===== config.mk =====
export PLATFORM = sky130hd
export DESIGN_NAME = iere_resp
export DESIGN_NICKNAME = d
export VERILOG_FILES = /design/src/iere_pkg.sv /design/src/iere_resp.sv
export SDC_FILE = /design/constraint.sdc
export NUM_CORES = 1
export LEC_CHECK = 0
export ABC_CLOCK_PERIOD_IN_PS = 2100
export BUFFER_PORTS_ARGS = -buffer_cell sky130_fd_sc_hd__clkbuf_2
export CAP_MARGIN = 20
export CORE_ASPECT_RATIO = 1.4
export CORE_MARGIN = 3
export CORE_UTILIZATION = 42
export CTS_BUF_LIST = sky130_fd_sc_hd__clkbuf_4
export DETAILED_ROUTE_END_ITERATION = 6
export PLACE_DENSITY = 0.69
export RECOVER_POWER = 100
export SETUP_SLACK_MARGIN = 0.02
export SYNTH_ARGS = -nofsm -noshare
export SYNTH_HDL_FRONTEND = slang
export SYNTH_SLANG_ARGS = --single-unit

===== constraint.sdc =====
create_clock -name clock -period 2.1 [get_ports clock]
set_input_delay 0.42 -clock clock [delete_from_list [all_inputs] [get_ports clock]]
set_output_delay 0.42 -clock clock [all_outputs]
set_load 0.005 [all_outputs]

===== src/iere_pkg.sv =====
// ---------------------------------------------------------------------------
// iere_pkg : shared types and constants of the edge-replicate embedder
// Transaction kinds, result status codes, register indexes and the record
// handed from the control stage to the result stage.
// ---------------------------------------------------------------------------
`default_nettype none

package iere_pkg;

   localparam int DIM_W   = 13;   // width of the size registers
   localparam int INSET_W = 12;   // width of the inset register
   localparam int PIX_W   = 24;   // one RGB pixel, red in the low byte
   localparam int IDX_W   = 3;    // register index width
   localparam int STAT_W  = 3;

   localparam logic [DIM_W-1:0]   DEF_DIM   = 13'd512;
   localparam logic [INSET_W-1:0] DEF_INSET = 12'd0;

   // transaction kinds on the request channel
   localparam logic REQ_PUSH = 1'b0;
   localparam logic REQ_PULL = 1'b1;

   typedef enum logic [IDX_W-1:0] {
      CSR_IN_WIDTH   = 3'd0,
      CSR_IN_HEIGHT  = 3'd1,
      CSR_OUT_WIDTH  = 3'd2,
      CSR_OUT_HEIGHT = 3'd3,
      CSR_EDGE_INSET = 3'd4
   } csr_index_type;

   typedef enum logic [STAT_W-1:0] {
      ST_STORED    = 3'd0,
      ST_DISCARDED = 3'd1,
      ST_REFUSED   = 3'd2,
      ST_PIXEL     = 3'd3,
      ST_NOT_READY = 3'd4,
      ST_CFG_ERROR = 3'd5
   } status_type;

   // what the control stage knows of a result; pixel data may still be
   // in flight from the row store
   typedef struct packed {
      status_type         status;
      logic               use_mem;
      logic [PIX_W-1:0]   pix;
      logic               eol;
      logic               eof;
   } rsp_info_type;

endpackage

`default_nettype wire


===== src/iere_resp.sv =====
// ---------------------------------------------------------------------------
// iere_resp : result stage and output register
// Holds a result while its row-store read completes, then moves it into
// the output register; stalls the request side only when both are full.
// ---------------------------------------------------------------------------
`default_nettype none

module iere_resp (
   input  wire logic                          clock,
   input  wire logic                          reset,
   input  wire logic                          issue,
   input  wire iere_pkg::rsp_info_type        info,
   input  wire logic [iere_pkg::PIX_W-1:0]    ram_q,
   output logic                               take_ok,
   input  wire logic                          rsp_tready,
   output logic                               rsp_tvalid,
   output logic [iere_pkg::PIX_W-1:0]         rsp_tdata,
   output logic                               rsp_tlast,
   output logic [iere_pkg::STAT_W:0]          rsp_tuser
);

   logic                        s1_valid_ff, s1_valid_in;
   iere_pkg::rsp_info_type      s1_info_ff, s1_info_in;
   logic                        out_valid_ff, out_valid_in;
   logic [iere_pkg::PIX_W-1:0]  out_pix_ff, out_pix_in;
   iere_pkg::status_type        out_status_ff, out_status_in;
   logic                        out_eol_ff, out_eol_in;
   logic                        out_eof_ff, out_eof_in;
   logic                        out_free, s1_move;

   always_comb begin
      out_free = !out_valid_ff || rsp_tready;
      s1_move  = s1_valid_ff && out_free;
      take_ok  = !s1_valid_ff || out_free;

      s1_valid_in = issue ? 1'b1 : (s1_move ? 1'b0 : s1_valid_ff);
      s1_info_in  = issue ? info : s1_info_ff;

      out_valid_in  = out_valid_ff && !rsp_tready;
      out_pix_in    = out_pix_ff;
      out_status_in = out_status_ff;
      out_eol_in    = out_eol_ff;
      out_eof_in    = out_eof_ff;
      if (s1_move) begin
         out_valid_in  = 1'b1;
         out_pix_in    = s1_info_ff.use_mem ? ram_q : s1_info_ff.pix;
         out_status_in = s1_info_ff.status;
         out_eol_in    = s1_info_ff.eol;
         out_eof_in    = s1_info_ff.eof;
      end
   end

   always_ff @(posedge clock) begin
      if (reset) begin
         s1_valid_ff  <= 1'b0;
         out_valid_ff <= 1'b0;
      end else begin
         s1_valid_ff  <= s1_valid_in;
         out_valid_ff <= out_valid_in;
      end
      s1_info_ff    <= s1_info_in;
      out_pix_ff    <= out_pix_in;
      out_status_ff <= out_status_in;
      out_eol_ff    <= out_eol_in;
      out_eof_ff    <= out_eof_in;
   end

   assign rsp_tvalid = out_valid_ff;
   assign rsp_tdata  = out_pix_ff;
   assign rsp_tlast  = out_eol_ff;
   assign rsp_tuser  = {out_eof_ff, out_status_ff};

endmodule

`default_nettype wire


==> results.md, run 1 <==
- Setup_tns: 0 ns
- Setup Slack @ Placement: 0.671 ns
- Initial antenna violation count: 0
- Storage element area: between 1500 and 2000 um2
- Post-Syn Nets: roughly 150
- Clock Path Buffers: 2
- Post-Layout Cell Count: between 200 and 300
- Cell taking the most area after synthesis: edfxtp_1
- WHS Path Cells: 2
- Via count: around 1200
- Post-CTS resize count: 0
- Vias in the first global route: about 1300
- Mapped Cells: 96
- Worst Tran Pin Value: around 0.71 ns
- Io pins: 89
- Final setup viols: 0
- Area of the multi-input gates: around 300 um2
- Post-CTS setup buffers: 0
- Avg Inst Size Synth: approximately 23 um2
- Gr busiest metal: met2
- Critical path data arrival time: between 1.5 and 2 ns
- Peak Freq: ~670 MHz
- DRC violations left: 0
- Mapped Area: around 2300 um2
- N_diodes: 0
- First-pass GRT wire length: between 6000 and 7000 um
- Top cells by area, synth: edfxtp_1 (79%), mux2_4 (13%), mux2_2 (2.0%), buf_12 (1.8%), dfxtp_1 (1.8%)
- Tcrit/Tclk final: 0.710
- GRT Util Overall: 0.138
- Final #Nets: between 200 and 300
- Fin. max-slew vios: 0
- Hold_ws: about 0.2 ns
- Worst Setup End Kind: flop
- Port Buffers: 88
- WP data required: around 2.2 ns
- CTS root buf: clkbuf_4
- LEAKAGE: ~0.0011 uW
- Die width: between 60 and 70 um
- Tmin final: 1.49 ns
- Worst R2R Setup Slack: around 0.61 ns
- Crit path max fanout: 24
- Filler cells: about 440
- Routed Antenna Nets: 0
- Largest net degree at the start of global routing: 30
- Site row count: 30
- Worst setup margin: about 0.61 ns
- Grt ovf: 0
- Core Box Area: ~5000 um2
- Yosys reg bits: 61
- Seq/Total Area, Yosys: 0.804
- Maxcap violations: 0
- Worst-path clk slew: 0.09 ns
- Die Y: 92.7 um
- CTS tree: done
- Drt first pass iters: 4
- Post-Route WL: a little under 4000 um
- GR met3 Demand/Resource: 0.0595
- RSZ-0062 raised after global routing: no
- Layout cells sized above 1: 0.452
- Final HPWL DP: 2890 um
- Initial Util: 0.448
- Final Hold Viols: 0
- Wirelength per Cell: between 15 and 20 um
- Met2 Use GR: 0.228
- Via-per-instance ratio: between 4 and 5
- Pwr Density: approximately 820 nW/um2
- Kind of critical path: flop to flop
- Met1 Usage GRT: 0.136
- Post-synth top area share: 0.786
- Area delta synth->final: 22.3%
- DR iter-0 viols: 23
- Distinct cells, synth: 12
- Max VDD drop: roughly 0.00044 V
- R2R depth: 2
- Die area: around 6300 um2
- Slew margin rel.: 0.525
- Worst-Skew Late Latency: about 0.38 ns
- Startpoint Class: flop
- Hold-fix buffers, CTS: 0
- H-tree depth reported by CTS: 3
- Hold Path Class: primary input to flop
- GP Congestion: around 0.68
- Dpl cells: ~250
- Yosys warns: 0
- Status: finished clean
- Clock skew: roughly 0.013 ns
- CTS buffer count: 9
- # clock sinks: just over 60
worst paths after layout:
path             startpoint                to
max          s1_info_ff[26]     rsp_tdata[23]
min                   reset       s1_valid_ff
max reg2reg  s1_info_ff[26]     rsp_tdata[23]
min reg2reg  s1_info_ff[29]  out_status_ff[2]
stage by stage:
stage | area (um2) | utilization | power (uW)
finish | 2760 | 0.548 | 2270
global route | 2760 | 0.548 | 2380
global placement | 2750 | 0.547 | 1690
detailed placement | 2750 | 0.547 | 1710
floorplan | 2250 | - | 1600
CTS | 2860 | 0.568 | 2340
per-layer routing:
metal  share of wire  wire, um
met3           0.076       303
met2            0.53      2110
met4           0.030       118
met1            0.36      1440
met5               0         0
cell families (layout without fill, tap and decap cells):
logic type | count (synthesis) | in the layout | share of synthesized area
AOI/OAI and AO/OA | 2 | 2 | 0.00444
DFF | 61 | 61 | 0.804
buffers and inverters | 6 | 109 | 0.0294
muxes | 24 | 24 | 0.153
and+or+nand+nor | 3 | 3 | 0.00889
registers in the layout, indices dropped and copies added, names as in the netlist:
name / flops
rsp_tlast: 1
s1_info_ff: 30
s1_valid_ff: 1
rsp_tvalid: 1
out_eof_ff: 1
out_status_ff: 3
rsp_tdata: 24
final cells by class:
class / count / area share
Clock buffer: 12 / 0.0327
Clock inverter: 4 / 0.00590
Inverter: 2 / 0.00272
Multi-Input combinational cell: 29 / 0.110
Sequential cell: 61 / 0.657
Tap cell: 64 / 0.0291
Timing Repair Buffer: 91 / 0.162
worst max-delay path, stage by stage, from the launching register on:
cell and delay [ns]:
edfxtp_1 0.32, clkbuf_2 0.51, mux2_2 0.41
power breakdown:
part	switching, uW	total [uW]	internal (uW)
registers	20.6	1450	1430
logic	84.2	179	94.8
clock network	363	634	271
total	468	2270	1800
synthesized netlist by cell type:
| library cell | number |
|---|---|
| edfxtp_1 | 59 |
| mux2_4 | 20 |
| mux2_2 | 4 |
| a21oi_1 | 2 |
| buf_12 | 2 |
| dfxtp_1 | 2 |
| inv_1 | 2 |
| and2_1 | 1 |
| buf_4 | 1 |
| buf_6 | 1 |
| nand2b_1 | 1 |
| nand3b_1 | 1 |
layout by cell type (no fill, tap or decap), drive strengths merged:
master	n
clkbuf	101
edfxtp	59
inv	2
a21oi	2
nand2b	1
and2	1
mux2	24
buf	2
clkinv	4
nand3b	1
dfxtp	2
No activity file was read; power rests on OpenSTA's default activity.
==> inputs of run 2 (changes only) <==
--- a/config.mk
+++ b/config.mk
@@ -5,7 +5,7 @@
 export SDC_FILE = /design/constraint.sdc
 export NUM_CORES = 1
 export LEC_CHECK = 0
-export ABC_CLOCK_PERIOD_IN_PS = 2100
+export ABC_CLOCK_PERIOD_IN_PS = 1210
 export BUFFER_PORTS_ARGS = -buffer_cell sky130_fd_sc_hd__clkbuf_2
 export CAP_MARGIN = 20
 export CORE_ASPECT_RATIO = 1.4
@@ -13,7 +13,7 @@
 export CORE_UTILIZATION = 42
 export CTS_BUF_LIST = sky130_fd_sc_hd__clkbuf_4
 export DETAILED_ROUTE_END_ITERATION = 6
-export PLACE_DENSITY = 0.69
+export PLACE_DENSITY = 0.71
 export RECOVER_POWER = 100
 export SETUP_SLACK_MARGIN = 0.02
 export SYNTH_ARGS = -nofsm -noshare
==> constraint.sdc (replaced) <==
create_clock -name clock -period 1.21 [get_ports clock]
set_input_delay 0.242 -clock clock [delete_from_list [all_inputs] [get_ports clock]]
set_output_delay 0.242 -clock clock [all_outputs]
set_load 0.005 [all_outputs]
==> run 2 against run 1 <==
Register-to-register slack got worse by 0.59 ns. Core utilization up 6.4 points. Worst hold slack got worse by 0.17 ns. Wire length increased by 5.9%. Non-clock buffer count rose by 17. Sequential power rose by 74%. Die area is the same. Sequential share of layout area fell by 6.8 points. Cell count grew 6.5%.
==> results.md, run 2 (synthesis gave the netlist of run 1 again) <==
- Final #Nets: ~270
- # clock sinks: 61
- Filler cells: about 390
- First-pass GRT wire length: ~6500 um
- Worst Setup End Kind: output port
- Post-layout util: 0.612
- Max reg flops: 30
- Hold_ws: around 0.032 ns
- DR iter-0 viols: 47
- Grt ovf: 0
- Area delta synth->final: 36.5%
- Max VDD drop: ~0.00075 V
- Startpoint Class: flop
- Io pins: between 80 and 90
- Core Box Area: 5030 um2
- Kind of critical path: flop to output port
- DRC violations left: 0
- Most common cell after layout, fill and taps aside: clkbuf_2
- Port Buffers: 88
- GP Congestion: a little under 0.7
- Initial antenna violation count: 0
- Die width: 67.9 um
- Peak Freq: 835 MHz
- Biggest register: s1_info_ff
- Status: finished clean
- Worst Tran Pin Value: between 0.8 and 0.9 ns
- Crit path max-delay family: flip-flops
- RSZ-0062 raised after global routing: yes
- Hold Path Class: primary input to flop
- Via count: ~1300
- Layout cells sized above 1: 0.625
- Die area: roughly 6300 um2
- Final Hold Viols: 0
- Reg-to-Reg Start: s1_info_ff[26]
- Critical path depth: 2
- Initial Util: 0.448
- Most frequent cells in the layout: clkbuf_2 (85), edfxtp_1 (59), mux2_4 (24), dlygate4sd3_1 (11), clkbuf_4 (9)
- Worst setup margin: approximately 0.013 ns
- GRT Util Overall: 0.149
- Clock skew: 0.0109 ns
- FF-to-FF End: rsp_tdata[9]
- Wirelength per Cell: roughly 15 um
- Critical path capture point: take_ok
- Fin. max-slew vios: 0
- R2R depth: 2
- Setup Slack @ Placement: around 0.00055 ns
- Tmin final: 1.20 ns
- Worst R2R Setup Slack: around 0.020 ns
- CTS tree: done
- Total chip power: approximately 4200 uW
- Post-Route WL: 4210 um
- Via-per-instance ratio: 4.50
- Drt first pass iters: 4
- Worst-path clk slew: about 0.090 ns
- Largest net degree at the start of global routing: 17
- N_diodes: 0
- Critical-path cell list: nand3b_1, clkbuf_2
- Maxcap violations: 0
- Pwr Density: between 1000 and 1500 nW/um2
- Site row count: 30
- Slew margin rel.: 0.411
- Critical path data arrival time: 0.95 ns
- Biggest cell delay along the critical path: 0.36 ns
- Die Y: between 90 and 100 um
- Critical path buffer and inverter count: 1
- Routed Antenna Nets: 0
- Vias in the first global route: 1464
- Worst-Skew Late Latency: about 0.38 ns
- WP data required: ~0.97 ns
- CTS buffer count: 9
- Tcrit/Tclk final: 0.989
- LEAKAGE: roughly 0.0013 uW
- Crit path max fanout: 3
- Clock Path Buffers: 2
- H-tree depth reported by CTS: 3
- Worst Setup SP: rsp_tvalid
- Critical-path top delay cell: dfxtp_2
- Final setup viols: 0
- CTS root buf: clkbuf_4
-- run 2: changes by cell type in the layout (fill, tap and decap cells not counted), moves of 4 or more --
cell | previous run | this run
mux2_4 | 1 | 24
mux2_1 | 19 | 0
clkbuf_1 | 18 | 3
clkbuf_2 | 71 | 85
dlygate4sd3_1 | 0 | 11
mux2_2 | 4 | 0
-- run 2: repair_timing --
action                     CTS  global route
gates resized for setup      7             3
setup buffers                1             2
setup endpoints to repair   11            28
hold endpoints to repair     8             4
hold buffers                 7             4
pin swaps                    0             2
-- run 2: per-stage QoR --
stage          instances  instance area [um2]  TNS (ns)
2_1_floorplan         96                 2260         0
3_3_place_gp         250                 2830         0
3_5_place_dp         250                 2830         0
4_1_cts              274                 3050  -0.00489
5_1_grt              280                 3080    -0.143
6_report             280                 3080         0
-- run 2: final cells by class --
type                    count  area (um2)  share of cell area
flip-flops and latches     61        1810               0.590
well taps                  64        80.1              0.0260
inverters                   2        7.51             0.00244
multi-input cells          29         400               0.130
clock inverters             7        56.3              0.0183
repair buffers            108         651               0.211
clock buffers               9        67.6              0.0220
-- run 2: worst min path at each step --
| stage | startpoint | end | slack (ns) | cells past startpoint |
|---|---|---|---|---|
| after detailed placement | s1_info_ff[27] | out_status_ff[0] | 0.41 | 0 |
| after CTS | info[6] | s1_info_ff[6] | 0.002 | 1 |
| final | info[19] | s1_info_ff[19] | 0.03 | 1 |
| after global placement | s1_info_ff[1] | rsp_tlast | 0.40 | 0 |
| after global routing | info[16] | s1_info_ff[16] | 0.0003 | 1 |
| after floorplan | reset | rsp_tvalid | 0.31 | 1 |
-- run 2: power by group --
group	leakage [uW]	switching, uW	total (uW)	internal (uW)
Clock	0.0000720	659	1260	600
Combinational	0.000677	167	456	289
Sequential	0.000582	42.9	2530	2490
-- run 2: worst register-to-register path, cell delays in order (launching register included) --
cell,delay (ns)
edfxtp_1,0.45
buf_12,0.19
mux2_4,0.31
-- run 2: metal layers --
metal / GRT usage / part of all wire / vias to the layer above
met5: 0 / 0 / -
met4: 0.0813 / 0.021 / 0
met3: 0.0534 / 0.060 / 8
met2: 0.282 / 0.61 / 49
met1: 0.124 / 0.31 / 599
li1: - / - / 605
==> inputs of run 3 (changes only) <==
--- a/config.mk
+++ b/config.mk
@@ -5,15 +5,14 @@
 export SDC_FILE = /design/constraint.sdc
 export NUM_CORES = 1
 export LEC_CHECK = 0
-export ABC_CLOCK_PERIOD_IN_PS = 1210
+export ABC_CLOCK_PERIOD_IN_PS = 1500
 export BUFFER_PORTS_ARGS = -buffer_cell sky130_fd_sc_hd__clkbuf_2
 export CAP_MARGIN = 20
-export CORE_ASPECT_RATIO = 1.4
+export CORE_ASPECT_RATIO = 1.5
 export CORE_MARGIN = 3
 export CORE_UTILIZATION = 42
-export CTS_BUF_LIST = sky130_fd_sc_hd__clkbuf_4
 export DETAILED_ROUTE_END_ITERATION = 6
-export PLACE_DENSITY = 0.71
+export PLACE_DENSITY = 0.69
 export RECOVER_POWER = 100
 export SETUP_SLACK_MARGIN = 0.02
 export SYNTH_ARGS = -nofsm -noshare
==> constraint.sdc (replaced) <==
create_clock -name clock -period 1.5 [get_ports clock]
set_input_delay 0.3 -clock clock [delete_from_list [all_inputs] [get_ports clock]]
set_output_delay 0.3 -clock clock [all_outputs]
set_load 0.005 [all_outputs]
==> run 3 against run 2 <==
Combinational power shrank 42%. Die area hardly changed. Final area shrank 7.0%. Total power fell by 15%. Sequential power shrank 19%. Critical path depth did not move. Sequential share of layout area is 4.3 points higher. Clock skew decreased by 0.0042 ns.
==> results.md, run 3 (synthesis gave the netlist of run 1 again) <==
- Status: finished clean
- First-pass GRT wire length: 5690 um
- Startpoint Class: flop
- Most common cell after layout, fill and taps aside: clkbuf_2
- Worst Setup End Kind: flop
- Die Y: 95.7 um
- Final setup viols: 0
- Worst Tran Pin Value: a little under 0.6 ns
- Tmin final: approximately 1.3 ns
- Wirelength per Cell: ~15 um
- Slew margin rel.: 0.615
- Drt first pass iters: 4
- Site row count: 32
- Via count: around 1200
- Biggest register: s1_info_ff
- WHS Path Cells: 2
- Post-Route WL: roughly 4000 um
- Grt ovf: 0
- Total chip power: approximately 3600 uW
- Post-DP Area: between 2000 and 3000 um2
- Initial antenna violation count: 0
- Tcrit/Tclk final: 0.845
- Most frequent cells in the layout: clkbuf_2 (68), edfxtp_1 (59), clkbuf_1 (22), mux2_1 (18), clkbuf_8 (9)
- Die area: approximately 6300 um2
- Area delta synth->final: 27.0%
- Crit path max fanout: 12
- Initial Util: 0.436
- Critical-path cell list: clkbuf_2, mux2_1
- CTS root buf: clkbuf_8
- Hold_ws: ~0.15 ns
- Worst-Skew Late Latency: between 0.3 and 0.4 ns
- Kind of critical path: flop to flop
- Port Buffers: 88
- Setup_tns: 0 ns
- WP data required: roughly 1.6 ns
- Storage element area: about 1800 um2
- Io pins: 89
- Post-route cell area: between 2000 and 3000 um2
- Max reg flops: 30
- Vias in the first global route: 1295
- DRC violations left: 0
- Final Hold Viols: 0
- Clock skew: roughly 0.0067 ns
- Maxcap violations: 0
- Final #Nets: 254
- Layout cells sized above 1: 0.455
- Critical path data arrival time: roughly 1.3 ns
- CTS buffer count: 9
- Post-layout util: 0.554
- H-tree depth reported by CTS: 3
- Die width: around 66 um
- Clock Path Buffers: 2
- LEAKAGE: ~0.0011 uW
- Via-per-instance ratio: ~4.4
- Filler cells: approximately 460
- RSZ-0062 raised after global routing: no
- Hold Path Class: primary input to flop
- Worst R2R Setup Slack: around 0.23 ns
- Pwr Density: around 1300 nW/um2
- GP Congestion: around 0.68
- Core Box Area: 5160 um2
- Routed Antenna Nets: 0
- Post-CTS resize count: 0
- Biggest cell delay along the critical path: 0.39 ns
- Post-CTS setup buffers: 0
- Largest net degree at the start of global routing: 25
- Peak Freq: about 790 MHz
- Area of the multi-input gates: 308 um2
- DR iter-0 viols: 32
- R2R depth: 2
- # clock sinks: 61
- N_diodes: 0
- Critical-path top delay cell: mux2_1
- Final HPWL DP: 2990 um
- Worst-path clk slew: roughly 0.070 ns
- GRT Util Overall: 0.131
- Max VDD drop: around 0.00070 V
- Hold-fix buffers, CTS: 0
- CTS tree: done
- Fin. max-slew vios: 0
==> run 3: worst max-delay path: cells and delay by family (launching register included) <==
family                 cells  cell delay (ns)
multiplexers               1             0.39
flip-flops                 1             0.38
buffers and inverters      1             0.26
==> run 3: report_power, final <==
group / switching, uW / leakage (uW) / internal, uW
Clock: 561 / 0.0000919 / 748
Combinational: 120 / 0.000451 / 143
Sequential: 29.7 / 0.000582 / 2010
Total: 711 / 0.00112 / 2900
==> run 3: final cells by class <==
type / instances / share of cell area
sequential: 61 / 0.633
timing repair buffer: 93 / 0.164
multi-input combinational: 29 / 0.108
clock buffer: 10 / 0.0446
tap: 68 / 0.0297
clock inverter: 5 / 0.0184
inverter: 2 / 0.00262
==> run 3: worst paths after layout <==
kind | start | endpoint
worst max-delay path | s1_info_ff[26] | rsp_tdata[14]
worst min-delay path | reset | rsp_tvalid
worst max register to register | s1_info_ff[26] | rsp_tdata[14]
worst min register to register | s1_info_ff[27] | out_status_ff[0]
==> run 3: through the flow <==
stage	instances	worst slack, ns
floorplan	96	0.274
global placement	253	0.341
detailed placement	253	0.302
CTS	268	0.271
global route	268	0.164
finish	268	0.233
==> run 3: layer usage <==
| layer | GRT usage | vias up | share of wire | wire, um |
|---|---|---|---|---|
| li1 | - | 575 | - | - |
| met1 | 0.122 | 549 | 0.35 | 1390 |
| met2 | 0.228 | 55 | 0.55 | 2180 |
| met3 | 0.0549 | 9 | 0.072 | 286 |
| met4 | 0.0848 | 0 | 0.025 | 98 |
| met5 | 0 | - | 0 | 0 |
