$ cat config.mk
export PLATFORM = sky130hd
export DESIGN_NAME = iere_ctrl
export DESIGN_NICKNAME = d
export VERILOG_FILES = /design/src/iere_pkg.sv /design/src/iere_ctrl.sv
export SDC_FILE = /design/constraint.sdc
export NUM_CORES = 1
export LEC_CHECK = 0
export BUFFER_PORTS_ARGS = -buffer_cell sky130_fd_sc_hd__buf_2
export CAP_MARGIN = 20
export CORE_MARGIN = 4
export CORE_UTILIZATION = 64
export CTS_BUF_LIST = sky130_fd_sc_hd__clkbuf_4 sky130_fd_sc_hd__clkbuf_8
export DETAILED_ROUTE_END_ITERATION = 16
export PLACE_DENSITY = 0.84
export SLEW_MARGIN = 20
export SYNTH_ARGS = -nofsm -noshare
export SYNTH_HDL_FRONTEND = slang
export SYNTH_SLANG_ARGS = --single-unit
$ cat constraint.sdc
create_clock -name clock -period 10.5 [get_ports clock]
set_clock_uncertainty 0.1 [all_clocks]
set_input_delay 2.625 -clock clock [delete_from_list [all_inputs] [get_ports clock]]
set_output_delay 2.625 -clock clock [all_outputs]
set_load 0.005 [all_outputs]
$ cat src/iere_pkg.sv
// ---------------------------------------------------------------------------
// iere_pkg : shared types and constants of the edge-replicate embedder
// Transaction kinds, result status codes, register indexes and the record
// handed from the control stage to the result stage.
// ---------------------------------------------------------------------------
`default_nettype none

package iere_pkg;

   localparam int DIM_W   = 13;   // width of the size registers
   localparam int INSET_W = 12;   // width of the inset register
   localparam int PIX_W   = 24;   // one RGB pixel, red in the low byte
   localparam int IDX_W   = 3;    // register index width
   localparam int STAT_W  = 3;

   localparam logic [DIM_W-1:0]   DEF_DIM   = 13'd512;
   localparam logic [INSET_W-1:0] DEF_INSET = 12'd0;

   // transaction kinds on the request channel
   localparam logic REQ_PUSH = 1'b0;
   localparam logic REQ_PULL = 1'b1;

   typedef enum logic [IDX_W-1:0] {
      CSR_IN_WIDTH   = 3'd0,
      CSR_IN_HEIGHT  = 3'd1,
      CSR_OUT_WIDTH  = 3'd2,
      CSR_OUT_HEIGHT = 3'd3,
      CSR_EDGE_INSET = 3'd4
   } csr_index_type;

   typedef enum logic [STAT_W-1:0] {
      ST_STORED    = 3'd0,
      ST_DISCARDED = 3'd1,
      ST_REFUSED   = 3'd2,
      ST_PIXEL     = 3'd3,
      ST_NOT_READY = 3'd4,
      ST_CFG_ERROR = 3'd5
   } status_type;

   // what the control stage knows of a result; pixel data may still be
   // in flight from the row store
   typedef struct packed {
      status_type         status;
      logic               use_mem;
      logic [PIX_W-1:0]   pix;
      logic               eol;
      logic               eof;
   } rsp_info_type;

endpackage

`default_nettype wire

$ cat src/iere_ctrl.sv
// ---------------------------------------------------------------------------
// iere_ctrl : configuration registers, frame counters and phase control
// Decides each transaction's status, updates counters and edge pixels,
// writes pushed pixels to the row store and issues row-store reads.
// ---------------------------------------------------------------------------
`default_nettype none

module iere_ctrl #(
   parameter int MAX_WIDTH  = 4096,
   parameter int MAX_HEIGHT = 4096
) (
   input  wire logic                            clock,
   input  wire logic                            reset,
   input  wire logic                            csr_we,
   input  wire logic [iere_pkg::IDX_W-1:0]      csr_addr,
   input  wire logic [iere_pkg::DIM_W-1:0]      csr_wdata,
   input  wire logic                            issue,
   input  wire logic                            req_kind,
   input  wire logic [iere_pkg::PIX_W-1:0]      req_pix,
   output iere_pkg::rsp_info_type               info,
   output logic                                 mem_we,
   output logic [$clog2(MAX_WIDTH)-1:0]         mem_waddr,
   output logic [iere_pkg::PIX_W-1:0]           mem_wdata,
   output logic                                 mem_re,
   output logic [$clog2(MAX_WIDTH)-1:0]         mem_raddr
);

   localparam int AW  = $clog2(MAX_WIDTH);
   localparam int RW  = $clog2(MAX_HEIGHT + 1);
   localparam int ORW = $clog2(MAX_HEIGHT);
   localparam int DW  = iere_pkg::DIM_W;
   localparam int MW0 = (RW > DW) ? RW : DW;
   localparam int MW  = (AW + 1 > MW0) ? AW + 1 : MW0;
   localparam int SW  = MW + 2;

   localparam logic signed [SW-1:0] ONE   = SW'(1);
   localparam logic signed [SW-1:0] MAXW  = SW'(MAX_WIDTH);
   localparam logic signed [SW-1:0] MAXH  = SW'(MAX_HEIGHT);

   typedef enum logic [1:0] {
      PH_LOAD,
      PH_EMIT,
      PH_TAIL
   } phase_type;

   phase_type                       phase_ff, phase_in;
   logic [DW-1:0]                   in_width_ff, in_width_in;
   logic [DW-1:0]                   in_height_ff, in_height_in;
   logic [DW-1:0]                   out_width_ff, out_width_in;
   logic [DW-1:0]                   out_height_ff, out_height_in;
   logic [iere_pkg::INSET_W-1:0]    inset_ff, inset_in;
   logic [AW-1:0]                   in_column_ff, in_column_in;
   logic [RW-1:0]                   in_row_ff, in_row_in;
   logic [AW-1:0]                   out_column_ff, out_column_in;
   logic [ORW-1:0]                  out_row_ff, out_row_in;
   logic [iere_pkg::PIX_W-1:0]      left_ff, left_in;
   logic [iere_pkg::PIX_W-1:0]      right_ff, right_in;

   // signed working copies
   logic signed [SW-1:0] iw, ih, ow, oh, ins;
   logic signed [SW-1:0] col, irow, ocol, orow;
   logic signed [SW-1:0] woff, hoff, rcol, last_raw, last_row;
   logic signed [SW-1:0] x, need_raw, need;
   logic                 cfg_ok, keep, row_end, eol, eof;
   logic [iere_pkg::PIX_W-1:0] left_nx;

   always_comb begin
      iw   = SW'(in_width_ff);
      ih   = SW'(in_height_ff);
      ow   = SW'(out_width_ff);
      oh   = SW'(out_height_ff);
      ins  = SW'(inset_ff);
      col  = SW'(in_column_ff);
      irow = SW'(in_row_ff);
      ocol = SW'(out_column_ff);
      orow = SW'(out_row_ff);

      cfg_ok = (iw != '0) && (iw <= MAXW) && (ih != '0) && (ih <= MAXH) &&
               (ow >= iw) && (ow <= MAXW) && (oh >= ih) && (oh <= MAXH) &&
               (ins < iw) && (ins < ih);

      woff     = (ow - iw) >>> 1;
      hoff     = (oh - ih) >>> 1;
      rcol     = iw - ONE - ins;
      last_raw = ih - ONE - ins;
      last_row = (last_raw < ins) ? ins : last_raw;

      x        = ocol - woff;
      need_raw = orow + ONE - hoff;
      if (need_raw < ins) begin
         need = ins;
      end else if (need_raw > last_row) begin
         need = last_row;
      end else begin
         need = need_raw;
      end

      keep    = irow >= ins;
      row_end = (col + ONE) >= iw;
      eol     = (ocol + ONE) >= ow;
      eof     = eol && ((orow + ONE) >= oh);
      left_nx = (keep && (col == ins)) ? req_pix : left_ff;
   end

   always_comb begin
      phase_in      = phase_ff;
      in_width_in   = in_width_ff;
      in_height_in  = in_height_ff;
      out_width_in  = out_width_ff;
      out_height_in = out_height_ff;
      inset_in      = inset_ff;
      in_column_in  = in_column_ff;
      in_row_in     = in_row_ff;
      out_column_in = out_column_ff;
      out_row_in    = out_row_ff;
      left_in       = left_ff;
      right_in      = right_ff;

      info         = '0;
      info.status  = iere_pkg::ST_CFG_ERROR;
      mem_we       = 1'b0;
      mem_waddr    = in_column_ff;
      mem_wdata    = req_pix;
      mem_re       = 1'b0;
      mem_raddr    = x[AW-1:0];

      if (issue && cfg_ok) begin
         if (req_kind == iere_pkg::REQ_PUSH) begin
            unique case (phase_ff)
               PH_EMIT: begin
                  info.status = iere_pkg::ST_REFUSED;
               end
               PH_TAIL: begin
                  info.status = iere_pkg::ST_DISCARDED;
                  if (row_end) begin
                     in_column_in = '0;
                     in_row_in    = in_row_ff + 1'b1;
                     if ((irow + ONE) >= ih) begin
                        // whole input frame seen: start over
                        phase_in      = PH_LOAD;
                        in_row_in     = '0;
                        out_column_in = '0;
                        out_row_in    = '0;
                     end
                  end else begin
                     in_column_in = in_column_ff + 1'b1;
                  end
               end
               PH_LOAD: begin
                  if (keep) begin
                     info.status = iere_pkg::ST_STORED;
                     mem_we      = 1'b1;
                     left_in     = left_nx;
                     if (col == rcol) begin
                        right_in = req_pix;
                     end
                  end else begin
                     info.status = iere_pkg::ST_DISCARDED;
                  end
                  if (row_end) begin
                     in_column_in = '0;
                     in_row_in    = in_row_ff + 1'b1;
                     if (keep) begin
                        // fills overlap: right fill takes the left value
                        if (rcol < ins) begin
                           right_in = left_nx;
                        end
                        phase_in = PH_EMIT;
                     end
                  end else begin
                     in_column_in = in_column_ff + 1'b1;
                  end
               end
               default: begin
                  info.status = iere_pkg::ST_CFG_ERROR;
               end
            endcase
         end else if (phase_ff != PH_EMIT) begin
            info.status = iere_pkg::ST_NOT_READY;
         end else begin
            info.status = iere_pkg::ST_PIXEL;
            info.eol    = eol;
            info.eof    = eof;
            if (x >= (iw - ins)) begin
               info.pix = right_ff;
            end else if (x < ins) begin
               info.pix = left_ff;
            end else begin
               info.use_mem = 1'b1;
               mem_re       = 1'b1;
            end
            if (eol) begin
               out_column_in = '0;
               if (eof) begin
                  out_row_in = '0;
                  if (irow >= ih) begin
                     phase_in     = PH_LOAD;
                     in_column_in = '0;
                     in_row_in    = '0;
                  end else begin
                     phase_in = PH_TAIL;
                  end
               end else begin
                  out_row_in = out_row_ff + 1'b1;
                  if (need >= irow) begin
                     phase_in = PH_LOAD;
                  end
               end
            end else begin
               out_column_in = out_column_ff + 1'b1;
            end
         end
      end

      // register write to a defined index: update and restart the frame
      if (csr_we) begin
         unique case (csr_addr)
            iere_pkg::CSR_IN_WIDTH:   in_width_in   = csr_wdata;
            iere_pkg::CSR_IN_HEIGHT:  in_height_in  = csr_wdata;
            iere_pkg::CSR_OUT_WIDTH:  out_width_in  = csr_wdata;
            iere_pkg::CSR_OUT_HEIGHT: out_height_in = csr_wdata;
            iere_pkg::CSR_EDGE_INSET: inset_in = csr_wdata[iere_pkg::INSET_W-1:0];
            default: ;
         endcase
         if (csr_addr <= iere_pkg::CSR_EDGE_INSET) begin
            phase_in      = PH_LOAD;
            in_column_in  = '0;
            in_row_in     = '0;
            out_column_in = '0;
            out_row_in    = '0;
         end
      end
   end

   always_ff @(posedge clock) begin
      if (reset) begin
         phase_ff      <= PH_LOAD;
         in_width_ff   <= iere_pkg::DEF_DIM;
         in_height_ff  <= iere_pkg::DEF_DIM;
         out_width_ff  <= iere_pkg::DEF_DIM;
         out_height_ff <= iere_pkg::DEF_DIM;
         inset_ff      <= iere_pkg::DEF_INSET;
         in_column_ff  <= '0;
         in_row_ff     <= '0;
         out_column_ff <= '0;
         out_row_ff    <= '0;
         left_ff       <= '0;
         right_ff      <= '0;
      end else begin
         phase_ff      <= phase_in;
         in_width_ff   <= in_width_in;
         in_height_ff  <= in_height_in;
         out_width_ff  <= out_width_in;
         out_height_ff <= out_height_in;
         inset_ff      <= inset_in;
         in_column_ff  <= in_column_in;
         in_row_ff     <= in_row_in;
         out_column_ff <= out_column_in;
         out_row_ff    <= out_row_in;
         left_ff       <= left_in;
         right_ff      <= right_in;
      end
   end

endmodule

`default_nettype wire

==> out/metrics.yaml, run 1 <==
clock_tree:
  numCtsBuffers: 17
  clock_latency_ns: 0.51
  clock_sinks: 163
  cts_root_buffer: "clkbuf_8"
  clk_pin_slew_ns: 0.11
  cts-htree-levels: 4
  postCtsSetupRepairBufs: 0
  ctsResizeCount: 0
  cts_tree: "built"
  max-clock-path-buffers: 2
  cts_hold_buf: 0
layout:
  utilization_pct: 69.0
  mostFrequentLayoutCells: "ha_1, nand2_1, a21oi_1"
  n_fill_cell: 2324
  final_common_cell: "ha_1"
  nets: 2625
  final_cells: 2658
  drive_gt1_share_pct: 10.4
  synthToLayoutAreaGrowth_pct: 5.98
die:
  die_area_um2: 30200
  rows: 60
  start_util_pct: 65.1
  die_width_um: 174
  core_area_um2: 27000
  fp.dieH_um: 174
  num_io_pins: 125
global_routing:
  first_global_vias: 16800
  grt_max_degree: 79
  antenna_found_initial: 4
  grt_use_total_pct: 37.1
  grt_overflow_total: 0
  grt_pass1_wl_um: 91100
power_and_ir_drop:
  p_per_area_nw_per_um2: 129
  switching_share_pct: 44.4
  p_seq_share_pct: 26.6
  p_int_uw: 1340
  peakVddDrop_v: 0.0000857
  combPwrFrac_pct: 53.6
  clockPowerShare_pct: 19.8
  p_switching_uw: 1070
  p_leak_uw: 0.00790
  total_power_uw: 2410
route:
  drt_wl_total_um: 57900
  vias_per_cell: 6.69
  met2_wirelength_um: 24500
  wl_met3_um: 6320
  drc_errors: 0
  drt_iter0_markers: 1860
  dr.max_layer_used: "met5"
  postRouteAntennaNets: 0
  wl_met1_um: 24200
  drt_pass1_iterations: 6
  drt-wirelength-per-cell_um: 21.8
  dr_total_vias: 17800
yosys:
  netlist_top_cells_area: "ha_1, dfxtp_1, a21oi_1"
  synth_compound_area_share_pct: 24.7
  netlist_area_um2: 17600
  synthSimpleGateAreaFrac_pct: 19.6
  synth.distinct_cells: 92
  synthXorXnorAreaFrac_pct: 7.08
  yosys.area.top_type_share_pct: 19.3
  synth_seq_area_share_pct: 18.5
  avgSynthCellArea_um2: 7.83
  yosysTopAreaCell: "ha_1"
  synthAdderAreaFrac_pct: 20.1
  syn_inst: 2249
  ys_ff_latch: 163
  synth_warnings: 0
  synthMuxAreaShare_pct: 3.87
  synth_top_family_by_area: "compound AO/OA/AOI/OAI gates"
  synth_edf_count: 0
  async_flop_share_pct: 0
  synthFlopType: "dfxtp_1"
  syn-num-nets: 2572
timing:
  finalSetupViolCount: 0
  slew_headroom_pct: 32.1
  tns_ns: 0
  tightest_slew_ns: 1.01
  rsz0062_at_grt: "false"
  holdWs_ns: 0.386
  clock.fmax_mhz: 105
  hold_viol: 0
  slew_viol_final: 0
  period_minus_slack_ns: 9.55
  post-route-period-util_pct: 91.0
placed_design:
  io_buffers: 124
  place_inst: 2622
  gp_congestion: 1.02
  post-dp-hpwl_um: 45000
outcome:
  status: "completed"
setup_path:
  arrival_ns: 6.83
  start_kind: "flip-flop"
  criticalPathCategory: "reg2out"
  crit_fanout: 20
  cp-end-kind: "primary output"
  required_ns: 7.78
run:
  maxCapViolations: 0
hold_path:
  hold_class: "reg2reg"
[metrics by stage]
step                      instance area (um^2)  worst slack [ns]
final                                    18700             0.948
after floorplan                          17600              2.28
after detailed placement                 18200              1.57
after CTS                                18600              1.02
after global placement                   18200              1.98
after global routing                     18700             0.362
[logic make-up after synthesis]
group                    count (synthesis)
AND/OR/NAND/NOR                        702
adder cells (fa/ha/maj)                278
XOR/XNOR                               135
flip-flops                             163
AO/OA/AOI/OAI                          659
multiplexers                            65
buffers and inverters                  247
[final timing paths]
| path | slack [ns] | cells past startpoint | startpoint | to |
|---|---|---|---|---|
| min reg2reg | 0.39 | 2 | in_height_ff[1] | in_height_ff[1] |
| min | 0.39 | 2 | in_height_ff[1] | in_height_ff[1] |
| max | 0.95 | 26 | in_width_ff[0] | info[3] |
| max reg2reg | 1.87 | 35 | in_height_ff[0] | phase_ff[0] |
[cells in the mapped netlist (all sizes together), types with 15 or more instances]
cell,n
buf,50
dfxtp,163
nand2b,33
mux2,24
ha,271
o21ai,117
xor2,51
nor2b,38
and3,23
nor4,27
or2,16
a21o,70
inv,139
a211oi,23
o211ai,15
mux2i,41
nor3,39
nor2,125
a22o,16
nand3,73
nand2,239
xnor2,80
a32o,24
clkbuf,58
a31oi,16
nand4,37
a21oi,216
o21a,32
a2111oi,15
[state kept, by name (all words and copies together) (netlist names)]
name and count:
left_ff 24, right_ff 24, in_height_ff 13, in_row_ff 13, in_width_ff 13, out_height_ff 13
out_width_ff 13, inset_ff 12, mem_waddr 12, out_column_ff 12, out_row_ff 12, phase_ff 2
[worst max-delay path, cell delays in order (launching register included)]
cell,delay [ns]
dfxtp_1,0.49
ha_1,0.22
inv_1,0.06
fa_1,0.40
nand3_1,0.12
a21oi_1,0.07
o21ai_0,0.14
nand2_1,0.10
a21oi_1,0.17
o21bai_1,0.13
a21o_1,0.21
a21oi_1,0.19
xor2_1,0.18
ha_1,0.31
a21o_1,0.25
o31a_1,0.31
a21oi_1,0.30
ha_1,0.31
a2111oi_0,0.44
o21ai_0,0.20
o32a_1,0.38
a2111oi_0,0.39
a22oi_1,0.20
o31ai_4,0.17
buf_6,0.26
a32o_1,0.20
buf_2,0.12
[area by class of cell]
class | count | area [um^2] | area share, %
Antenna cell | 2 | 5.00 | 0.0268
Clock buffer | 17 | 234 | 1.25
Clock inverter | 15 | 164 | 0.879
Inverter | 139 | 522 | 2.80
Multi-Input combinational cell | 1839 | 13300 | 71.2
Sequential cell | 163 | 3260 | 17.5
Tap cell | 341 | 427 | 2.29
Timing Repair Buffer | 142 | 762 | 4.08
[power groups by stage]
| stage | Combinational, uW | Clock, uW | Sequential [uW] |
|---|---|---|---|
| floorplan | 943 | 0 | 648 |
| global placement | 1210 | 0 | 654 |
| detailed placement | 1240 | 0 | 654 |
| CTS | 1250 | 479 | 640 |
| global route | 1430 | 505 | 641 |
| finish | 1290 | 476 | 641 |
[metal layers]
layer | global-route usage (%) | vias up
li1 | - | 8295
met1 | 50.5 | 8284
met2 | 57.0 | 964
met3 | 8.03 | 227
met4 | 15.8 | 4
met5 | 0 | -
Power figures use the tool's default switching activity.
==> run 2: changes to the inputs <==
REMOVE_ABC_BUFFERS = 1   (was default)
==> out/metrics.yaml, run 2 (same netlist as run 1, synthesis figures left out) <==
route:
  drt_pass1_iterations: 6  # unchanged
  postRouteAntennaNets: 0  # unchanged
  vias_per_cell: 6.66  # was 6.69
  drt_wl_total_um: 59000  # was 57900 um
  drt_iter0_markers: 1747  # was 1860
  drt-wirelength-per-cell_um: 22.2  # was 21.8 um
  drc_errors: 0  # unchanged
  dr_total_vias: 17700  # was 17800
power_and_ir_drop:
  total_power_uw: 2440  # was 2410 uW
  peakVddDrop_v: 0.000131  # was 0.0000857 V
  p_leak_uw: 0.00789  # was 0.00790 uW
  p_per_area_nw_per_um2: 131  # was 129 nW/um^2
timing:
  tns_ns: 0  # unchanged
  finalSetupViolCount: 0  # unchanged
  slew_viol_final: 0  # unchanged
  hold_viol: 0  # unchanged
  slew_headroom_pct: 28.6  # was 32.1%
  rsz0062_at_grt: "false"  # unchanged
  tightest_slew_ns: 1.07  # was 1.01 ns
  post-route-period-util_pct: 90.3  # was 91.0%
  clock.fmax_mhz: 105  # about the same
  holdWs_ns: 0.383  # was 0.386 ns
  layout_setup_ws_ns: 1.01  # was 0.948 ns
  period_minus_slack_ns: 9.49  # was 9.55 ns
setup_path:
  start_kind: "flip-flop"  # unchanged
  arrival_ns: 6.76  # was 6.83 ns
  crit_fanout: 19  # was 20
  cp-end-kind: "primary output"  # unchanged
  required_ns: 7.78  # about the same
  worstReg2RegStart: "inset_ff[1]"  # was in_height_ff[0]
  critical_path.startpoint: "in_width_ff[1]"  # was in_width_ff[0]
  criticalPathCategory: "reg2out"  # unchanged
clock_tree:
  postCtsSetupRepairBufs: 0  # unchanged
  numCtsBuffers: 17  # unchanged
  clock_sinks: 163  # unchanged
  cts-htree-levels: 4  # unchanged
  cts_root_buffer: "clkbuf_8"  # unchanged
  ctsResizeCount: 0  # unchanged
  clk_pin_slew_ns: 0.09  # was 0.11 ns
  max-clock-path-buffers: 2  # unchanged
  cts_tree: "built"  # unchanged
  cts_hold_buf: 0  # unchanged
  clock_latency_ns: 0.49  # was 0.51 ns
hold_path:
  hold_class: "reg2reg"  # unchanged
  hold_path.startpoint: "right_ff[6]"  # was in_height_ff[1]
global_routing:
  antenna_found_initial: 0  # was 4
  grt_max_degree: 73  # was 79
  grt_use_total_pct: 37.6  # was 37.1%
  grt_pass1_wl_um: 91700  # was 91100 um
  grt_overflow_total: 0  # unchanged
  first_global_vias: 17100  # was 16800
layout:
  nets: 2624  # was 2625
  mostFrequentLayoutCells: "ha_1, nand2_1, a21oi_1"  # unchanged
  synthToLayoutAreaGrowth_pct: 5.88  # was 5.98%
  top_regs: "left_ff x24, right_ff x24"  # unchanged
  drive_gt1_share_pct: 10.4  # about the same
  final_common_cell: "ha_1"  # unchanged
  diodes: 0  # was 2
run:
  maxCapViolations: 0  # unchanged
placed_design:
  gp_congestion: 1.05  # was 1.02
  post-dp-hpwl_um: 45900  # was 45000 um
  io_buffers: 124  # unchanged
  dp_worst_setup_slack_ns: 1.58  # was 1.57 ns
die:
  start_util_pct: 65.1  # unchanged
  die_width_um: 174  # unchanged
  die_area_um2: 30200  # unchanged
  num_io_pins: 125  # unchanged
  rows: 60  # unchanged
  core_area_um2: 27000  # unchanged
  fp.dieH_um: 174  # unchanged
outcome:
  status: "completed"  # unchanged
## run 2: report_power, final
part	leakage (uW)	switching (uW)	internal (uW)
Combinational	0.00638	781	538
Sequential	0.00132	13.5	627
Clock	0.000188	275	207
## run 2: metal layers
metal,part of all wire [%],GRT usage [%],up-vias
li1,-,-,8293
met1,41,47.5,8356
met2,45,61.6,837
met3,8.2,6.56,206
met4,5.2,19.0,0
met5,0,0,-
## run 2: area by class of cell
cell class	instances	area, um^2
repair buffers	141	758
clock inverters	12	120
fillers	2299	8390
inverters	139	522
flip-flops and latches	163	3260
well taps	341	427
clock buffers	20	269
multi-input cells	1839	13300
## run 2: stage by stage
stage                     utilization, %  area, um^2  instances
final                               69.0       18600       2655
after global routing                69.0       18600       2655
after CTS                           68.9       18600       2654
after detailed placement            67.5       18200       2622
after global placement              67.5       18200       2622
after floorplan                        -       17000       2141
## run 2: worst paths after layout
| path | endpoint | slack (ns) | cells past startpoint |
|---|---|---|---|
| min reg2reg | right_ff[6] | 0.38 | 2 |
| min | right_ff[6] | 0.38 | 2 |
| max | info[7] | 1.01 | 25 |
| max reg2reg | phase_ff[0] | 1.87 | 33 |
## run 2: worst max-delay path: stages (launching register included)
cell       delay (ns)
dfxtp_1          0.44
inv_1            0.16
ha_1             0.33
nor2b_1          0.13
o21a_1           0.17
o21ai_0          0.31
nand2b_1         0.09
a21oi_1          0.18
xor2_1           0.20
ha_1             0.29
o21ai_0          0.18
a21oi_1          0.10
o211ai_1         0.23
a21oi_1          0.12
o31a_1           0.35
a21oi_1          0.27
ha_1             0.31
a2111oi_0        0.45
o21ai_0          0.18
o32a_1           0.37
a2111oi_0        0.41
a22oi_1          0.20
o31ai_4          0.22
buf_8            0.25
a32o_1           0.20
buf_2            0.12
